[src/hw/rtl/cise_pkg.sv]
// ----------------------------------------------------------------------------
// cise_pkg
// Shared types and constants of the 8-bit instruction subset execute block.
// ----------------------------------------------------------------------------
`default_nettype none

package cise_pkg;

    // Depth of the queue between the decode front and the execute back.
    localparam int CISE_QUEUE_DEPTH = 2;

    // Opcode patterns.
    localparam logic [7:0] OPC_NOP      = 8'h00;
    localparam logic [7:0] OPC_JP_IMM16 = 8'hC3;
    localparam logic [7:0] OPC_XOR_MASK = 8'hF8;
    localparam logic [7:0] OPC_XOR_PAT  = 8'hA8;
    localparam logic [3:0] OPC_LO_LD16  = 4'h1;
    localparam logic [3:0] OPC_LO_STA   = 4'h2;
    localparam logic [2:0] OPC_LO_DEC   = 3'd5;
    localparam logic [2:0] OPC_LO_LD8   = 3'd6;

    // Register operand codes (three-bit r8 field).
    localparam logic [2:0] R8_B   = 3'd0;
    localparam logic [2:0] R8_C   = 3'd1;
    localparam logic [2:0] R8_D   = 3'd2;
    localparam logic [2:0] R8_E   = 3'd3;
    localparam logic [2:0] R8_H   = 3'd4;
    localparam logic [2:0] R8_L   = 3'd5;
    localparam logic [2:0] R8_MEM = 3'd6;
    localparam logic [2:0] R8_A   = 3'd7;

    // Register pair codes (two-bit field at opcode bits 5:4).
    localparam logic [1:0] PAIR_BC = 2'd0;
    localparam logic [1:0] PAIR_DE = 2'd1;
    localparam logic [1:0] PAIR_HL = 2'd2;
    localparam logic [1:0] PAIR_SP = 2'd3;

    // Configuration register byte addresses.
    localparam int         CFG_ADDR_W          = 3;
    localparam logic [2:0] CFG_ADDR_START_ADDR = 3'd0;

    typedef enum logic [2:0] {
        KIND_NOP,
        KIND_LD16,
        KIND_STA,
        KIND_DEC,
        KIND_LD8,
        KIND_XOR,
        KIND_JP,
        KIND_BAD
    } cise_kind_t;

    // Classified instruction as it travels through the queue.
    typedef struct packed {
        cise_kind_t  kind;
        logic [1:0]  pair;
        logic [2:0]  r8;
        logic [15:0] imm16;
        logic [7:0]  mem;
    } cise_op_t;

    // One result; the last field sits in the lowest bits.
    typedef struct packed {
        logic [1:0]  pad;
        logic        status;
        logic [7:0]  accumulator;
        logic [3:0]  flag_bits;
        logic [7:0]  write_data;
        logic [15:0] write_address;
        logic        write_valid;
        logic [15:0] hl_value;
        logic [15:0] next_pc;
    } cise_result_t;

    // Configuration write toward the execute back.
    typedef struct packed {
        logic        wr;
        logic [15:0] value;
    } cise_cfg_t;

endpackage

`default_nettype wire

[src/hw/rtl/cise_front.sv]
// ----------------------------------------------------------------------------
// cise_front
// Accepts instruction requests and classifies the opcode for the queue.
// ----------------------------------------------------------------------------
`default_nettype none

module cise_front
    import cise_pkg::*;
(
    input  wire logic        s_tvalid,
    output logic             s_tready,
    input  wire logic [31:0] s_tdata,   // opcode, imm_low, imm_high, hl_byte
    input  wire logic        q_full,
    output logic             q_push,
    output cise_op_t         q_op
);

    logic [7:0] opcode;
    logic       low_block;

    assign opcode    = s_tdata[7:0];
    assign low_block = (opcode[7:6] == 2'b00);
    assign s_tready  = !q_full;
    assign q_push    = s_tvalid && !q_full;

    always_comb
    begin
        q_op.imm16 = s_tdata[23:8];
        q_op.mem   = s_tdata[31:24];
        q_op.pair  = opcode[5:4];
        q_op.r8    = opcode[5:3];
        if (opcode == OPC_NOP)
        begin
            q_op.kind = KIND_NOP;
        end
        else if (low_block && opcode[3:0] == OPC_LO_LD16)
        begin
            q_op.kind = KIND_LD16;
        end
        else if (low_block && opcode[3:0] == OPC_LO_STA)
        begin
            q_op.kind = KIND_STA;
        end
        else if (low_block && opcode[2:0] == OPC_LO_DEC)
        begin
            q_op.kind = KIND_DEC;
        end
        else if (low_block && opcode[2:0] == OPC_LO_LD8)
        begin
            q_op.kind = KIND_LD8;
        end
        else if ((opcode & OPC_XOR_MASK) == OPC_XOR_PAT)
        begin
            // The xor source operand sits in the low three bits.
            q_op.kind = KIND_XOR;
            q_op.r8   = opcode[2:0];
        end
        else if (opcode == OPC_JP_IMM16)
        begin
            q_op.kind = KIND_JP;
        end
        else
        begin
            q_op.kind = KIND_BAD;
        end
    end

endmodule

`default_nettype wire

[src/hw/rtl/cise_queue.sv]
// ----------------------------------------------------------------------------
// cise_queue
// Short register queue between the decode front and the execute back.
// ----------------------------------------------------------------------------
`default_nettype none

module cise_queue
    import cise_pkg::*;
#(
    parameter int Depth = CISE_QUEUE_DEPTH
)
(
    input  wire logic     clk,
    input  wire logic     rst_n,
    input  wire logic     push,
    input  wire cise_op_t push_op,
    output logic          full,
    input  wire logic     pop,
    output logic          head_valid,
    output cise_op_t      head_op
);

    localparam int PtrW   = (Depth > 1) ? $clog2(Depth) : 1;
    localparam int CountW = $clog2(Depth + 1);

    cise_op_t          entry_reg [Depth];
    logic [PtrW-1:0]   wr_ptr_reg, wr_ptr_next;
    logic [PtrW-1:0]   rd_ptr_reg, rd_ptr_next;
    logic [CountW-1:0] count_reg, count_next;

    assign full       = (count_reg == CountW'(Depth));
    assign head_valid = (count_reg != '0);
    assign head_op    = entry_reg[rd_ptr_reg];

    always_comb
    begin
        wr_ptr_next = wr_ptr_reg;
        rd_ptr_next = rd_ptr_reg;
        count_next  = count_reg;
        if (push)
        begin
            wr_ptr_next = (wr_ptr_reg == PtrW'(Depth - 1)) ? '0 : wr_ptr_reg + PtrW'(1);
        end
        if (pop)
        begin
            rd_ptr_next = (rd_ptr_reg == PtrW'(Depth - 1)) ? '0 : rd_ptr_reg + PtrW'(1);
        end
        if (push && !pop)
        begin
            count_next = count_reg + CountW'(1);
        end
        else if (pop && !push)
        begin
            count_next = count_reg - CountW'(1);
        end
    end

    always_ff @(posedge clk or negedge rst_n)
    begin
        if (!rst_n)
        begin
            wr_ptr_reg <= '0;
            rd_ptr_reg <= '0;
            count_reg  <= '0;
        end
        else
        begin
            wr_ptr_reg <= wr_ptr_next;
            rd_ptr_reg <= rd_ptr_next;
            count_reg  <= count_next;
        end
    end

    always_ff @(posedge clk)
    begin
        if (push)
        begin
            entry_reg[wr_ptr_reg] <= push_op;
        end
    end

endmodule

`default_nettype wire

[src/hw/rtl/cise_exec.sv]
// ----------------------------------------------------------------------------
// cise_exec
// Executes classified instructions against the register file and
// registers one result per instruction.
// ----------------------------------------------------------------------------
`default_nettype none

module cise_exec
    import cise_pkg::*;
(
    input  wire logic      clk,
    input  wire logic      rst_n,
    input  wire cise_cfg_t cfg,
    input  wire logic      q_valid,
    input  wire cise_op_t  q_op,
    output logic           q_pop,
    output logic           m_tvalid,
    input  wire logic      m_tready,
    output cise_result_t   m_tdata
);

    logic [7:0]   a_reg, a_next, b_reg, b_next, c_reg, c_next, d_reg, d_next;
    logic [7:0]   e_reg, e_next, h_reg, h_next, l_reg, l_next;
    logic [15:0]  sp_reg, sp_next, pc_reg, pc_next;
    logic [3:0]   flags_reg, flags_next;
    logic         halted_reg, halted_next;
    logic         out_valid_reg;
    cise_result_t out_reg, result_next;

    logic         load;
    logic [15:0]  hl;
    logic [7:0]   src;
    logic [7:0]   dec_val;
    logic [7:0]   xor_val;
    logic         wv;
    logic [15:0]  waddr;
    logic [7:0]   wdata;

    assign load     = q_valid && (!out_valid_reg || m_tready);
    assign q_pop    = load;
    assign m_tvalid = out_valid_reg;
    assign m_tdata  = out_reg;
    assign hl       = {h_reg, l_reg};

    // Operand byte selected by the r8 field; the memory code reads hl_byte.
    always_comb
    begin
        case (q_op.r8)
            R8_B:    src = b_reg;
            R8_C:    src = c_reg;
            R8_D:    src = d_reg;
            R8_E:    src = e_reg;
            R8_H:    src = h_reg;
            R8_L:    src = l_reg;
            R8_MEM:  src = q_op.mem;
            R8_A:    src = a_reg;
            default: src = a_reg;
        endcase
    end

    assign dec_val = src - 8'd1;
    assign xor_val = a_reg ^ src;

    always_comb
    begin
        a_next      = a_reg;
        b_next      = b_reg;
        c_next      = c_reg;
        d_next      = d_reg;
        e_next      = e_reg;
        h_next      = h_reg;
        l_next      = l_reg;
        sp_next     = sp_reg;
        pc_next     = pc_reg;
        flags_next  = flags_reg;
        halted_next = halted_reg;
        wv          = 1'b0;
        waddr       = '0;
        wdata       = '0;

        if (load && !halted_reg)
        begin
            case (q_op.kind)
                KIND_NOP:
                begin
                    pc_next = pc_reg + 16'd1;
                end
                KIND_LD16:
                begin
                    case (q_op.pair)
                        PAIR_BC: {b_next, c_next} = q_op.imm16;
                        PAIR_DE: {d_next, e_next} = q_op.imm16;
                        PAIR_HL: {h_next, l_next} = q_op.imm16;
                        PAIR_SP: sp_next = q_op.imm16;
                        default: sp_next = q_op.imm16;
                    endcase
                    pc_next = pc_reg + 16'd3;
                end
                KIND_STA:
                begin
                    wv    = 1'b1;
                    wdata = a_reg;
                    case (q_op.pair)
                        PAIR_BC: waddr = {b_reg, c_reg};
                        PAIR_DE: waddr = {d_reg, e_reg};
                        PAIR_HL:
                        begin
                            waddr            = hl;
                            {h_next, l_next} = hl + 16'd1;
                        end
                        default:
                        begin
                            waddr            = hl;
                            {h_next, l_next} = hl - 16'd1;
                        end
                    endcase
                    pc_next = pc_reg + 16'd1;
                end
                KIND_DEC, KIND_LD8:
                begin
                    logic [7:0] value;
                    value = (q_op.kind == KIND_DEC) ? dec_val : q_op.imm16[7:0];
                    case (q_op.r8)
                        R8_B:   b_next = value;
                        R8_C:   c_next = value;
                        R8_D:   d_next = value;
                        R8_E:   e_next = value;
                        R8_H:   h_next = value;
                        R8_L:   l_next = value;
                        R8_MEM:
                        begin
                            wv    = 1'b1;
                            waddr = hl;
                            wdata = value;
                        end
                        default: a_next = value;
                    endcase
                    if (q_op.kind == KIND_DEC)
                    begin
                        // Z from the result, N set, H on a low-nibble borrow, C kept.
                        flags_next = {(dec_val == 8'd0), 1'b1,
                                      (dec_val[3:0] == 4'hF), flags_reg[0]};
                        pc_next    = pc_reg + 16'd1;
                    end
                    else
                    begin
                        pc_next = pc_reg + 16'd2;
                    end
                end
                KIND_XOR:
                begin
                    a_next     = xor_val;
                    flags_next = {(xor_val == 8'd0), 3'b000};
                    pc_next    = pc_reg + 16'd1;
                end
                KIND_JP:
                begin
                    pc_next = q_op.imm16;
                end
                default:
                begin
                    halted_next = 1'b1;
                end
            endcase
        end

        // A start address write reloads the program counter.
        if (cfg.wr)
        begin
            pc_next = cfg.value;
        end
    end

    always_comb
    begin
        result_next               = '0;
        result_next.next_pc       = pc_next;
        result_next.hl_value      = {h_next, l_next};
        result_next.write_valid   = wv;
        result_next.write_address = waddr;
        result_next.write_data    = wdata;
        result_next.flag_bits     = flags_next;
        result_next.accumulator   = a_next;
        result_next.status        = halted_next;
    end

    always_ff @(posedge clk or negedge rst_n)
    begin
        if (!rst_n)
        begin
            a_reg         <= '0;
            b_reg         <= '0;
            c_reg         <= '0;
            d_reg         <= '0;
            e_reg         <= '0;
            h_reg         <= '0;
            l_reg         <= '0;
            sp_reg        <= '0;
            pc_reg        <= '0;
            flags_reg     <= '0;
            halted_reg    <= 1'b0;
            out_valid_reg <= 1'b0;
        end
        else
        begin
            a_reg      <= a_next;
            b_reg      <= b_next;
            c_reg      <= c_next;
            d_reg      <= d_next;
            e_reg      <= e_next;
            h_reg      <= h_next;
            l_reg      <= l_next;
            sp_reg     <= sp_next;
            pc_reg     <= pc_next;
            flags_reg  <= flags_next;
            halted_reg <= halted_next;
            if (load)
            begin
                out_valid_reg <= 1'b1;
            end
            else if (m_tready)
            begin
                out_valid_reg <= 1'b0;
            end
        end
    end

    always_ff @(posedge clk)
    begin
        if (load)
        begin
            out_reg <= result_next;
        end
    end

    // Once halted, only reset leaves the halted state.
    a_halt_sticky: assert property (@(posedge clk) disable iff (!rst_n)
        halted_reg |=> halted_reg)
        else $error("halted mark cleared without reset");

    // The held result reports the current halted mark.
    a_status_match: assert property (@(posedge clk) disable iff (!rst_n)
        out_valid_reg |-> (out_reg.status == halted_reg))
        else $error("result status disagrees with halted mark");

    // A result without a memory write carries zero address and data.
    a_no_write_zero: assert property (@(posedge clk) disable iff (!rst_n)
        (out_valid_reg && !out_reg.write_valid) |->
            (out_reg.write_address == 16'd0 && out_reg.write_data == 8'd0))
        else $error("write fields set without a write");

    // A halted block leaves the program counter alone on every item unless a start address write reloads it.
    a_halt_pc_hold: assert property (@(posedge clk) disable iff (!rst_n)
        (halted_reg && load && !cfg.wr) |=> (pc_reg == $past(pc_reg)))
        else $error("program counter moved while halted");

endmodule

`default_nettype wire

[src/hw/rtl/cpu8_instruction_subset_execute.sv]
// ----------------------------------------------------------------------------
// cpu8_instruction_subset_execute
// Executes one instruction of a small 8-bit CPU subset per request and
// reports the new PC, HL, flags, A, an optional memory write and a status.
// ----------------------------------------------------------------------------
// Path: an accepted request is classified into a queue entry register, and
//   the execute back takes the queue head into the result register.
// Throughput: one request per cycle while the queue is not full; the execute
//   back retires one queue entry per cycle while the result register is empty or being taken.
// Reset: rst_n clears the CPU registers, flags, SP, the halted mark, the queue
//   and the start address, so execution begins at address 0.
// ----------------------------------------------------------------------------
`default_nettype none

module cpu8_instruction_subset_execute
    import cise_pkg::*;
#(
    parameter int QueueDepth = CISE_QUEUE_DEPTH
)
(
    input  wire logic                  clk,
    input  wire logic                  rst_n,
    // Configuration port.
    input  wire logic                  psel,
    input  wire logic                  penable,
    input  wire logic                  pwrite,
    input  wire logic [CFG_ADDR_W-1:0] paddr,
    input  wire logic [31:0]           pwdata,
    output logic      [31:0]           prdata,
    output logic                       pready,
    // Instruction requests.
    input  wire logic                  s_tvalid,
    output logic                       s_tready,
    input  wire logic [31:0]           s_tdata,  // opcode, imm_low, imm_high, hl_byte
    // Results.
    output logic                       m_tvalid,
    input  wire logic                  m_tready,
    // next_pc, hl_value, write_valid, write_address, write_data, flag_bits,
    // accumulator, status, then two zero bits of padding.
    output logic      [71:0]           m_tdata
);

    logic         cfg_wr;
    logic [15:0]  start_address_reg;
    cise_cfg_t    cfg;
    logic         q_full;
    logic         q_push;
    cise_op_t     q_push_op;
    logic         q_pop;
    logic         q_valid;
    cise_op_t     q_head_op;
    cise_result_t result;

    // The port never waits; a write lands when the access phase is seen.
    assign pready = 1'b1;
    assign cfg_wr = psel && penable && pwrite && pready
                    && (paddr == CFG_ADDR_START_ADDR);

    always_ff @(posedge clk or negedge rst_n)
    begin
        if (!rst_n)
        begin
            start_address_reg <= '0;
        end
        else if (cfg_wr)
        begin
            start_address_reg <= pwdata[15:0];
        end
    end

    assign prdata = (paddr == CFG_ADDR_START_ADDR) ? {16'd0, start_address_reg} : 32'd0;

    // Writing the start address also reloads the program counter in the back.
    assign cfg.wr    = cfg_wr;
    assign cfg.value = pwdata[15:0];

    cise_front u_front (
        .s_tvalid (s_tvalid),
        .s_tready (s_tready),
        .s_tdata  (s_tdata),
        .q_full   (q_full),
        .q_push   (q_push),
        .q_op     (q_push_op)
    );

    cise_queue #(
        .Depth (QueueDepth)
    ) u_queue (
        .clk        (clk),
        .rst_n      (rst_n),
        .push       (q_push),
        .push_op    (q_push_op),
        .full       (q_full),
        .pop        (q_pop),
        .head_valid (q_valid),
        .head_op    (q_head_op)
    );

    // The back owns the architectural state and the result register.
    cise_exec u_exec (
        .clk      (clk),
        .rst_n    (rst_n),
        .cfg      (cfg),
        .q_valid  (q_valid),
        .q_op     (q_head_op),
        .q_pop    (q_pop),
        .m_tvalid (m_tvalid),
        .m_tready (m_tready),
        .m_tdata  (result)
    );

    assign m_tdata = result;

endmodule

`default_nettype wire
[config.mk]
export PLATFORM = sky130hd
export DESIGN_NAME = cpu8_instruction_subset_execute
export DESIGN_NICKNAME = d
export VERILOG_FILES = /design/src/hw/rtl/cise_pkg.sv /design/src/hw/rtl/cise_front.sv /design/src/hw/rtl/cise_queue.sv /design/src/hw/rtl/cise_exec.sv /design/src/hw/rtl/cpu8_instruction_subset_execute.sv
export SDC_FILE = /design/constraint.sdc
export NUM_CORES = 1
export LEC_CHECK = 0
export BUFFER_PORTS_ARGS = -buffer_cell sky130_fd_sc_hd__buf_2
export CORE_UTILIZATION = 60
export CTS_CLUSTER_DIAMETER = 80
export DETAILED_ROUTE_END_ITERATION = 10
export GPL_TIMING_DRIVEN = 0
export HOLD_SLACK_MARGIN = 0.03
export PLACE_DENSITY = 0.84
export RECOVER_POWER = 100
export SYNTH_ARGS = -nofsm -noshare
export SYNTH_HDL_FRONTEND = slang
export SYNTH_SLANG_ARGS = --single-unit
[constraint.sdc]
create_clock -name clk -period 6.5 [get_ports clk]
set_input_delay 1.3 -clock clk [delete_from_list [all_inputs] [get_ports clk]]
set_output_delay 1.3 -clock clk [all_outputs]
set_load 0.05 [all_outputs]
==> results.py, run 1 <==
metrics = {
    "status": {
        "outcome": "finished with violations",
        "failed_checks": "max-capacitance violations, max-slew violations",
    },
    "clock_network": {
        "cts_tree": "done",
        "cts_max_level": 1,
        "ctsResizeCount": 0,
        "cts_buffer_depth": 3,
        "clk_pin_slew_worst_paths_ps": 60,
        "cts_sinks": 232,
        "insertion_delay_ps": 550,
        "clock-root-buffer": "clkbuf_16",
        "postCtsSetupRepairBufs": 0,
        "cts_hold_buffers": 0,
        "cts_buffers": 24,
    },
    "setup_path": {
        "max_stage_delay_ps": 1500,
        "crit_arrival_ps": 5910,
        "cp_data_required_time_ps": 6630,
        "crit_fanout": 10,
        "startpoint": "u_queue.rd_ptr_reg",
        "start_kind": "flip-flop",
        "crit_slowest_cell": "o21ai_0",
        "critical_path.endpoint_type": "flip-flop",
        "cp_cell_sequence": "buf_6 > buf_4 > buf_4 > buf_2 > clkbuf_1 > mux2i_1 > inv_1 > ha_1 > nand2_1 > clkbuf_1 > o21ai_0 > a31oi_1",
        "critPathKind": "reg2reg",
        "r2r_start": "u_queue.rd_ptr_reg",
    },
    "power_and_ir_drop": {
        "seqPwrFrac": 0.320,
        "p_clk_frac": 0.240,
        "power.internal_mw": 3.57,
        "power.density_mw_per_mm2": 439,
        "totalPowerFinal_mw": 6.45,
        "ir_worst_vdd_mv": 0.508,
        "leakage_nw": 5.66,
        "swShare": 0.446,
        "power_frac_comb": 0.439,
        "p_switching_mw": 2.88,
    },
    "sta": {
        "fin_crit_sh": 0.889,
        "period_minus_slack_ps": 5780,
        "finalMaxSlewViolations": 163,
        "skew_ps": 24.7,
        "finalHoldViolCount": 0,
        "slew_headroom": -1.26,
        "rsz0062_at_grt": "no",
        "totalNegativeSetupSlack_ps": 0,
        "timing.fmax_mhz": 173,
        "hold_slack_ps": 467,
        "tightest_slew_ps": 3370,
        "setup_violations": 0,
    },
    "detailed_routing": {
        "firstDrtPassIters": 8,
        "wl_mm": 42.9,
        "via_per_inst": 6.52,
        "dr.first_iter.drc_count": 1522,
        "wire_per_inst_um": 24.5,
        "drc": 0,
        "vias": 11400,
        "final_antenna_net_count": 0,
    },
    "floorplan": {
        "die_y_um": 148,
        "coreArea_mm2": 0.0210,
        "start_util": 0.610,
        "num_rows": 53,
        "fp.dieArea_mm2": 0.0219,
        "die_width_um": 148,
        "ios": 181,
    },
    "cells_and_area": {
        "largest_reg_flops": 70,
        "area_delta_synth_final_pct": 14.9,
        "nets": 1548,
        "diodes": 0,
        "drive_above_1_share": 0.118,
    },
    "run": {
        "maxCapViolations": 5,
    },
    "logic_synthesis": {
        "ys_seq_area_frac": 0.506,
        "postSynthCellCount": 1270,
        "synth-seq-cells": 232,
        "avgSynthCellArea_um2": 10.1,
        "synthFlopType": "edfxtp_1",
        "synth.top_cell.area_share": 0.315,
        "syn_area_mm2": 0.0128,
        "synth_top_area_cell": "edfxtp_1",
        "async_flop_share": 0.422,
        "synth_edf_count": 134,
        "yosysWarnings": 0,
        "yosys-top-cells-count": "nand2_1 (176), edfxtp_1 (134), nor2_1 (106)",
        "synth_area_leaders": "edfxtp_1 (31%), dfrtp_1 (19%), nand2_1 (5.2%), mux2i_1 (3.9%), a21oi_1 (3.6%)",
        "synthDistinctLibCells": 83,
        "yosysMostFrequentCell": "nand2_1",
    },
    "grt": {
        "antenna_found_initial": 0,
        "grt.total_usage": 0.390,
        "grt_max_degree": 71,
        "grt_pass1_vias": 10700,
        "grt_pass1_wl_mm": 63.7,
        "grt-ovfl-total": 0,
    },
    "worst_hold_path": {
        "hold_path.class": "reg2reg",
        "hold_path_startpoint": "start_address_reg[7]",
    },
    "placement": {
        "io_buffers": 145,
        "dp_hpwl_mm": 30.9,
        "routabilityCongestion": 1.02,
    },
}
## stage by stage
stage | util | instances | instance area, um^2 | worst slack, ps
6_report | 0.701 | 1752 | 14700 | 724
5_1_grt | 0.701 | 1752 | 14700 | 559
4_1_cts | 0.709 | 1752 | 14900 | 1380
3_5_place_dp | 0.666 | 1708 | 14000 | 1390
3_3_place_gp | 0.664 | 1707 | 13900 | 1520
2_1_floorplan | - | 1287 | 12900 | 2600
## power by group through the flow
stage          Clock [mW]  Combinational (mW)  Sequential, mW
2_1_floorplan           0                1.42            2.61
3_3_place_gp            0                2.77            2.07
3_5_place_dp            0                2.79            2.07
4_1_cts              1.55                2.81            2.04
5_1_grt              1.61                2.94            2.10
6_report             1.55                2.83            2.07
## final cells by class
class / instances / area [um^2]
clock inverter: 10 / 193
multi-input combinational: 935 / 5800
inverter: 20 / 76.3
buffer: 100 / 488
tap: 275 / 344
sequential: 232 / 6480
clock buffer: 34 / 699
fill: 1652 / 6260
timing repair buffer: 146 / 622
## placed cells by master, fill, tap and decap left out, types with 6 or more instances in the layout
cell         n
o221ai_1    19
and3_1       8
o32ai_1      6
nor4_1       9
clkbuf_1   174
buf_4       23
nor3b_1      7
o21ai_0     95
mux2i_1     50
xor2_1      17
o31ai_1      7
o22ai_1     15
and2_1      25
nand2b_1    11
nor3_1      21
nor2_1     106
nand2_1    176
conb_1      19
a221oi_1     6
dfrtp_1     98
or2_2       10
nand3_1     26
a21oi_1     91
a22oi_1     13
edfxtp_1   134
inv_1       19
buf_2       49
ha_1        15
a21boi_0     6
clkbuf_16   25
xnor2_1     20
or3_1       10
mux2_2      30
a211oi_1     8
nand4_1     12
a31oi_1     14
## per-layer routing
layer	track usage	wire length [um]	up-vias
li1	-	-	5001
met3	0.0802	4760	135
met2	0.615	19800	774
met1	0.528	16600	5515
met4	0.155	1790	0
met5	0	0	-
## cell families (layout without fill, tap and decap cells)
| kind of cell | after synthesis | after routing | synth area share |
|---|---|---|---|
| simple gates | 438 | 438 | 0.160 |
| compound gates | 336 | 336 | 0.169 |
| flops | 232 | 232 | 0.506 |
| buf+inv | 120 | 310 | 0.0443 |
| mux | 89 | 89 | 0.0778 |
| xor+xnor | 38 | 38 | 0.0266 |
| fa+ha+maj | 15 | 15 | 0.0147 |
| other cells | 2 | 19 | 0.000587 |
## path summary, 6_finish.rpt
| kind | slack (ps) | end | cells past startpoint |
|---|---|---|---|
| max in group asynchronous | 3610 | u_exec.pc_reg[3] | 1 |
| hold / removal | 470 | start_address_reg[7] | 2 |
| min in group asynchronous | 1500 | u_exec.h_reg[5] | 1 |
| hold reg to reg | 470 | start_address_reg[7] | 2 |
| setup reg to reg | 720 | u_exec.m_tdata[21] | 12 |
| setup / recovery | 720 | u_exec.m_tdata[21] | 12 |
## worst max-delay path: cells and delay by family, from the launching register on
family	cells	cell delay (ps)
AND/OR/NAND/NOR	1	370
buffers and inverters	7	2090
multiplexers	1	320
adder cells (fa/ha/maj)	1	280
AO/OA/AOI/OAI	2	1910
flip-flops	1	380
(Power assumes the default switching activity.)
==> run 2: changes to the inputs <==
--- a/config.mk
+++ b/config.mk
@@ -5,11 +5,11 @@
 export SDC_FILE = /design/constraint.sdc
 export NUM_CORES = 1
 export LEC_CHECK = 0
+export ABC_AREA = 1
 export BUFFER_PORTS_ARGS = -buffer_cell sky130_fd_sc_hd__buf_2
 export CORE_UTILIZATION = 60
 export CTS_CLUSTER_DIAMETER = 80
 export DETAILED_ROUTE_END_ITERATION = 10
-export GPL_TIMING_DRIVEN = 0
 export HOLD_SLACK_MARGIN = 0.03
 export PLACE_DENSITY = 0.84
 export RECOVER_POWER = 100
==> results.py, run 2 <==
metrics = {
    "floorplan": {
        "coreArea_mm2": 0.0213,
        "die_width_um": 150,
        "fp.dieArea_mm2": 0.0226,
        "die_y_um": 150,
        "ios": 181,
        "num_rows": 53,
        "start_util": 0.620,
    },
    "clock_network": {
        "cts_sinks": 232,
        "insertion_delay_ps": 540,
        "clk_pin_slew_worst_paths_ps": 70,
        "cts_buffers": 25,
        "cts_buffer_depth": 3,
        "clock-root-buffer": "clkbuf_16",
        "postCtsSetupRepairBufs": 0,
        "cts_hold_buffers": 0,
        "cts_max_level": 1,
        "cts_tree": "done",
        "ctsResizeCount": 0,
    },
    "detailed_routing": {
        "routed.top_layer": "met4",
        "wire_per_inst_um": 20.6,
        "drc": 0,
        "final_antenna_net_count": 0,
        "firstDrtPassIters": 7,
        "wl_met1_mm": 15.9,
        "vias": 12300,
        "wl_met2_mm": 17.9,
        "via_per_inst": 6.23,
        "dr.first_iter.drc_count": 1681,
        "wl_mm": 40.5,
        "wl_met3_mm": 4.65,
    },
    "sta": {
        "totalNegativeSetupSlack_ps": 0,
        "skew_ps": 10.9,
        "fin_crit_sh": 0.800,
        "rsz0062_at_grt": "no",
        "period_minus_slack_ps": 5200,
        "fin_ws_ps": 1300,
        "hold_slack_ps": 481,
        "finalMaxSlewViolations": 180,
        "setup_violations": 0,
        "slew_headroom": -1.83,
        "timing.fmax_mhz": 192,
        "tightest_slew_ps": 4250,
        "finalHoldViolCount": 0,
    },
    "logic_synthesis": {
        "synth-seq-cells": 232,
        "synthFlopType": "edfxtp_1",
        "synth_edf_count": 134,
        "synth.top_cell.area_share": 0.305,
        "synth_area_leaders": "edfxtp_1 (31%), dfrtp_1 (19%), nand2_1 (9.8%), o21ai_0 (4.7%), inv_1 (4.2%)",
        "avgSynthCellArea_um2": 8.43,
        "ys_seq_area_frac": 0.491,
        "async_flop_share": 0.422,
        "yosysMostFrequentCell": "nand2_1",
        "synth_top_area_cell": "edfxtp_1",
        "syn_area_mm2": 0.0132,
        "postSynthCellCount": 1565,
        "yosysWarnings": 0,
        "yosys-top-cells-count": "nand2_1 (343), inv_1 (146), nor2_1 (144)",
        "synthDistinctLibCells": 60,
    },
    "grt": {
        "grt-ovfl-total": 0,
        "antenna_found_initial": 0,
        "grt_max_degree": 73,
        "grt_pass1_wl_mm": 61.6,
        "grt.total_usage": 0.361,
        "grt_pass1_vias": 11000,
    },
    "setup_path": {
        "critPathKind": "reg2reg",
        "crit_slowest_cell": "nor2_1",
        "cp_cell_sequence": "buf_4 > inv_4 > or2_2 > o21ai_0 > inv_1 > ha_1 > nand2_1 > nand2_1 > inv_1 > nor2_1 > nand2_1 > a221oi_1",
        "max_stage_delay_ps": 1330,
        "start_kind": "flip-flop",
        "cp_data_required_time_ps": 6800,
        "crit_arrival_ps": 5490,
        "crit_fanout": 27,
        "critical_path.endpoint_type": "flip-flop",
        "cpMostUsedCell": "nand2_1",
    },
    "worst_hold_path": {
        "hold_path.class": "reg2reg",
    },
    "placement": {
        "place_ws_ps": 2270,
        "io_buffers": 145,
        "routabilityCongestion": 1.05,
        "placed_area_mm2": 0.0139,
        "placedCellCount": 1922,
        "dp_hpwl_mm": 29.0,
    },
    "run": {
        "maxCapViolations": 4,
    },
    "power_and_ir_drop": {
        "ir_worst_vdd_mv": 0.520,
        "totalPowerFinal_mw": 8.63,
        "leakage_nw": 6.15,
        "power.density_mw_per_mm2": 592,
    },
    "cells_and_area": {
        "utilization": 0.685,
        "diodes": 0,
        "layout.cells.non_filler": 1968,
        "nets": 1763,
        "area_delta_synth_final_pct": 10.5,
        "drive_above_1_share": 0.0981,
        "layout_common_cells": "nand2_1 (345), inv_1 (146), nor2_1 (143)",
        "largest_reg_flops": 70,
        "final_cell_area_mm2": 0.0146,
        "final_common_cell": "nand2_1",
    },
    "status": {
        "outcome": "finished with violations",
        "failed_checks": "max-capacitance violations, max-slew violations",
    },
}
[run 2: cell count changes in the layout (fill, tap and decap cells not counted), moves of 18 or more]
cell      delta
and2_1      -25
clkbuf_1    -62
inv_1      +127
mux2_2      -30
mux2i_1     -39
nand2_1    +169
nand2_2     +20
nand3_1     +49
nand4_1     +33
nor2_1      +37
o21ai_0     +35
xnor2_1     -18
[run 2: routing by layer]
layer | vias up | track usage
li1 | 5531 | -
met1 | 5720 | 0.511
met2 | 865 | 0.547
met3 | 145 | 0.0642
met4 | 0 | 0.154
met5 | - | 0
[run 2: final cells by class]
class / instances / area, um^2
timing repair buffer: 158 / 671
multi-input combinational: 1098 / 5650
inverter: 159 / 602
fill: 1813 / 6720
sequential: 232 / 6480
clock buffer: 30 / 654
clock inverter: 16 / 173
tap: 275 / 344
[run 2: critical path: cells and delay by family (launching register included)]
| kind | cells | cell delay (ps) |
|---|---|---|
| buffers and inverters | 4 | 840 |
| flip-flops | 1 | 380 |
| AND/OR/NAND/NOR | 5 | 2880 |
| AO/OA/AOI/OAI | 2 | 660 |
| adder cells (fa/ha/maj) | 1 | 150 |
[run 2: cell families after synthesis]
logic type | Yosys count | synth area share
DFF | 232 | 0.491
adders and majority gates | 15 | 0.0142
xor gates and xnor gates | 21 | 0.0145
other | 2 | 0.000569
and+or+nand+nor | 697 | 0.235
AOI/OAI and AO/OA | 335 | 0.151
buffers and inverters | 252 | 0.0855
muxes | 11 | 0.00835
[run 2: final timing paths]
kind	startpoint	to	slack, ps	cells after the start
max in group asynchronous	rst_n	u_exec.e_reg[7]	2240	2
min in group asynchronous	rst_n	u_exec.h_reg[5]	1710	1
worst max register to register	u_queue.rd_ptr_reg	u_exec.m_tdata[37]	1300	12
worst max-delay path	u_queue.rd_ptr_reg	u_exec.m_tdata[37]	1300	12
worst min-delay path	u_queue.count_reg[0]	u_queue.count_reg[0]	480	1
worst min register to register	u_queue.count_reg[0]	u_queue.count_reg[0]	480	1
[run 2: power by group]
group | internal [mW] | switching, mW | total, mW
clock | 0.842 | 0.610 | 1.45
sequential | 2.26 | 0.473 | 2.73
combinational | 0.993 | 3.46 | 4.45
total | 4.09 | 4.54 | 8.63
==> run 3: changes to the inputs <==
--- a/config.mk
+++ b/config.mk
@@ -7,11 +7,11 @@
 export LEC_CHECK = 0
 export ABC_AREA = 1
 export BUFFER_PORTS_ARGS = -buffer_cell sky130_fd_sc_hd__buf_2
-export CORE_UTILIZATION = 60
+export CORE_UTILIZATION = 53
 export CTS_CLUSTER_DIAMETER = 80
 export DETAILED_ROUTE_END_ITERATION = 10
 export HOLD_SLACK_MARGIN = 0.03
-export PLACE_DENSITY = 0.84
+export PLACE_DENSITY = 0.78
 export RECOVER_POWER = 100
 export SYNTH_ARGS = -nofsm -noshare
 export SYNTH_HDL_FRONTEND = slang
==> constraint.sdc (replaced) <==
create_clock -name clk -period 4.2 [get_ports clk]
set_input_delay 0.84 -clock clk [delete_from_list [all_inputs] [get_ports clk]]
set_output_delay 0.84 -clock clk [all_outputs]
set_load 0.05 [all_outputs]
==> results.py, run 3 (same netlist as run 2, synthesis figures left out) <==
metrics = {
    "cells_and_area": {
        "final_cell_area_mm2": 0.0147,
        "largest_reg_flops": 70,
        "layout_common_cells": "nand2_1 (344), inv_1 (146), nor2_1 (143)",
        "layout.cells.non_filler": 2033,
        "area_delta_synth_final_pct": 11.8,
        "fillCellCount": 2262,
        "multi_input_area_mm2": 0.00565,
        "final_common_cell": "nand2_1",
        "drive_above_1_share": 0.106,
        "seqCellArea_mm2": 0.00648,
        "nets": 1779,
    },
    "setup_path": {
        "rr_worst_depth": 11,
        "cp_data_required_time_ps": 4550,
        "r2r_start": "u_queue.rd_ptr_reg",
        "start_kind": "flip-flop",
        "crit_fanout": 22,
        "critPathKind": "reg2reg",
        "critical_path.endpoint_type": "flip-flop",
        "crit_arrival_ps": 4250,
        "reg2reg_to": "u_exec.m_tdata[28]",
        "rrSetupSlack_ps": 300,
    },
    "placement": {
        "routabilityCongestion": 1.01,
        "placed_area_mm2": 0.0141,
        "placedCellCount": 1988,
        "dp_hpwl_mm": 30.0,
        "io_buffers": 145,
    },
    "detailed_routing": {
        "wl_mm": 41.1,
        "final_antenna_net_count": 0,
        "drc": 0,
        "vias": 12100,
        "dr.first_iter.drc_count": 1344,
        "wire_per_inst_um": 20.2,
        "via_per_inst": 5.94,
        "firstDrtPassIters": 6,
    },
    "power_and_ir_drop": {
        "ir_worst_vdd_mv": 0.718,
        "power.density_mw_per_mm2": 906,
        "seqPwrFrac": 0.313,
        "swShare": 0.525,
        "totalPowerFinal_mw": 13.4,
        "leakage_nw": 6.22,
        "power.internal_mw": 6.35,
        "power_frac_comb": 0.524,
        "p_clk_frac": 0.163,
        "p_switching_mw": 7.01,
    },
    "floorplan": {
        "fp.dieArea_mm2": 0.0255,
        "die_width_um": 160,
        "start_util": 0.541,
        "num_rows": 57,
        "coreArea_mm2": 0.0244,
        "ios": 181,
        "die_y_um": 160,
    },
    "clock_network": {
        "cts_buffer_depth": 3,
        "clock-root-buffer": "clkbuf_16",
        "cts_max_level": 1,
        "cts_tree": "done",
        "clk_pin_slew_worst_paths_ps": 60,
        "insertion_delay_ps": 530,
        "ctsResizeCount": 0,
        "cts_buffers": 24,
        "cts_sinks": 232,
        "cts_hold_buffers": 0,
        "postCtsSetupRepairBufs": 0,
    },
    "worst_hold_path": {
        "hold_path.class": "reg2reg",
        "holdPathStages": 1,
        "whs_endpoint": "u_queue.count_reg[0]",
        "hold_path_startpoint": "u_queue.count_reg[0]",
    },
    "sta": {
        "setup_violations": 0,
        "finalMaxSlewViolations": 195,
        "period_minus_slack_ps": 3900,
        "fin_crit_sh": 0.929,
        "totalNegativeSetupSlack_ps": 0,
        "slew_headroom": -1.18,
        "skew_ps": 14.1,
        "tightest_slew_ps": 3280,
        "finalHoldViolCount": 0,
        "rsz0062_at_grt": "no",
        "timing.fmax_mhz": 256,
    },
    "grt": {
        "grt_max_degree": 73,
        "grt_pass1_wl_mm": 62.9,
        "grt_pass1_vias": 11100,
        "antenna_found_initial": 0,
        "grt.total_usage": 0.319,
        "grt-ovfl-total": 0,
    },
    "status": {
        "outcome": "finished with violations",
        "failed_checks": "max-capacitance violations, max-slew violations",
    },
    "run": {
        "maxCapViolations": 4,
    },
}
[run 3: cell count changes in the layout (fill, tap and decap cells not counted), moves of 2 or more]
cell / delta
clkbuf_2: +3
clkbuf_1: +2
clkinv_4: -2
clkbuf_16: +4
bufinv_16: -3
buf_4: +13
clkinv_1: -2
[run 3: layout make-up]
cell class,instances,area share
diodes,1,0.000170
clock buffers,35,0.0514
clock inverters,9,0.00399
inverters,159,0.0408
multi-input cells,1098,0.383
flip-flops and latches,232,0.439
well taps,324,0.0275
repair buffers,175,0.0533
[run 3: worst max-delay path by stage]
| stage | from | cells past startpoint | slack, ps | end |
|---|---|---|---|---|
| after floorplan | m_tready | 10 | 360 | u_exec.m_tdata[5] |
| after global placement | u_queue.rd_ptr_reg | 13 | 750 | u_exec.m_tdata[28] |
| after detailed placement | u_queue.rd_ptr_reg | 13 | 720 | u_exec.m_tdata[66] |
| after CTS | u_queue.rd_ptr_reg | 13 | 670 | u_exec.m_tdata[28] |
| after global routing | u_queue.rd_ptr_reg | 13 | 130 | u_exec.m_tdata[28] |
| final | u_queue.rd_ptr_reg | 11 | 300 | u_exec.m_tdata[28] |
[run 3: metrics by stage]
stage	utilization	setup slack [ps]	hold WS [ps]
4_1_cts	0.612	671	402
5_1_grt	0.604	132	487
3_5_place_dp	0.578	718	469
6_report	0.604	299	479
2_1_floorplan	-	365	446
3_3_place_gp	0.578	753	461
[run 3: worst max-delay path, stage by stage (launching register included)]
cell,delay (ps)
dfrtp_1,400
buf_4,230
o21ai_0,450
ha_1,260
inv_1,60
nor2_1,160
clkbuf_1,520
clkinv_1,550
clkbuf_1,340
o21ai_0,380
a31oi_1,110
a21oi_1,250
[run 3: power groups by stage]
stage | clock [mW] | sequential (mW) | combinational (mW)
after global placement | 0 | 4.14 | 6.89
final | 2.18 | 4.18 | 7.00
after detailed placement | 0 | 4.16 | 6.97
after global routing | 2.28 | 4.25 | 7.51
after floorplan | 0 | 4.96 | 4.12
after CTS | 2.21 | 4.12 | 7.00
[run 3: layer usage]
| metal | up-vias | part of all wire | routed length (um) | GRT usage |
|---|---|---|---|---|
| met2 | 689 | 0.45 | 18500 | 0.501 |
| met4 | 0 | 0.039 | 1590 | 0.116 |
| li1 | 5580 | - | - | - |
| met5 | - | 0 | 0 | 0 |
| met1 | 5692 | 0.42 | 17100 | 0.446 |
| met3 | 106 | 0.095 | 3900 | 0.0527 |
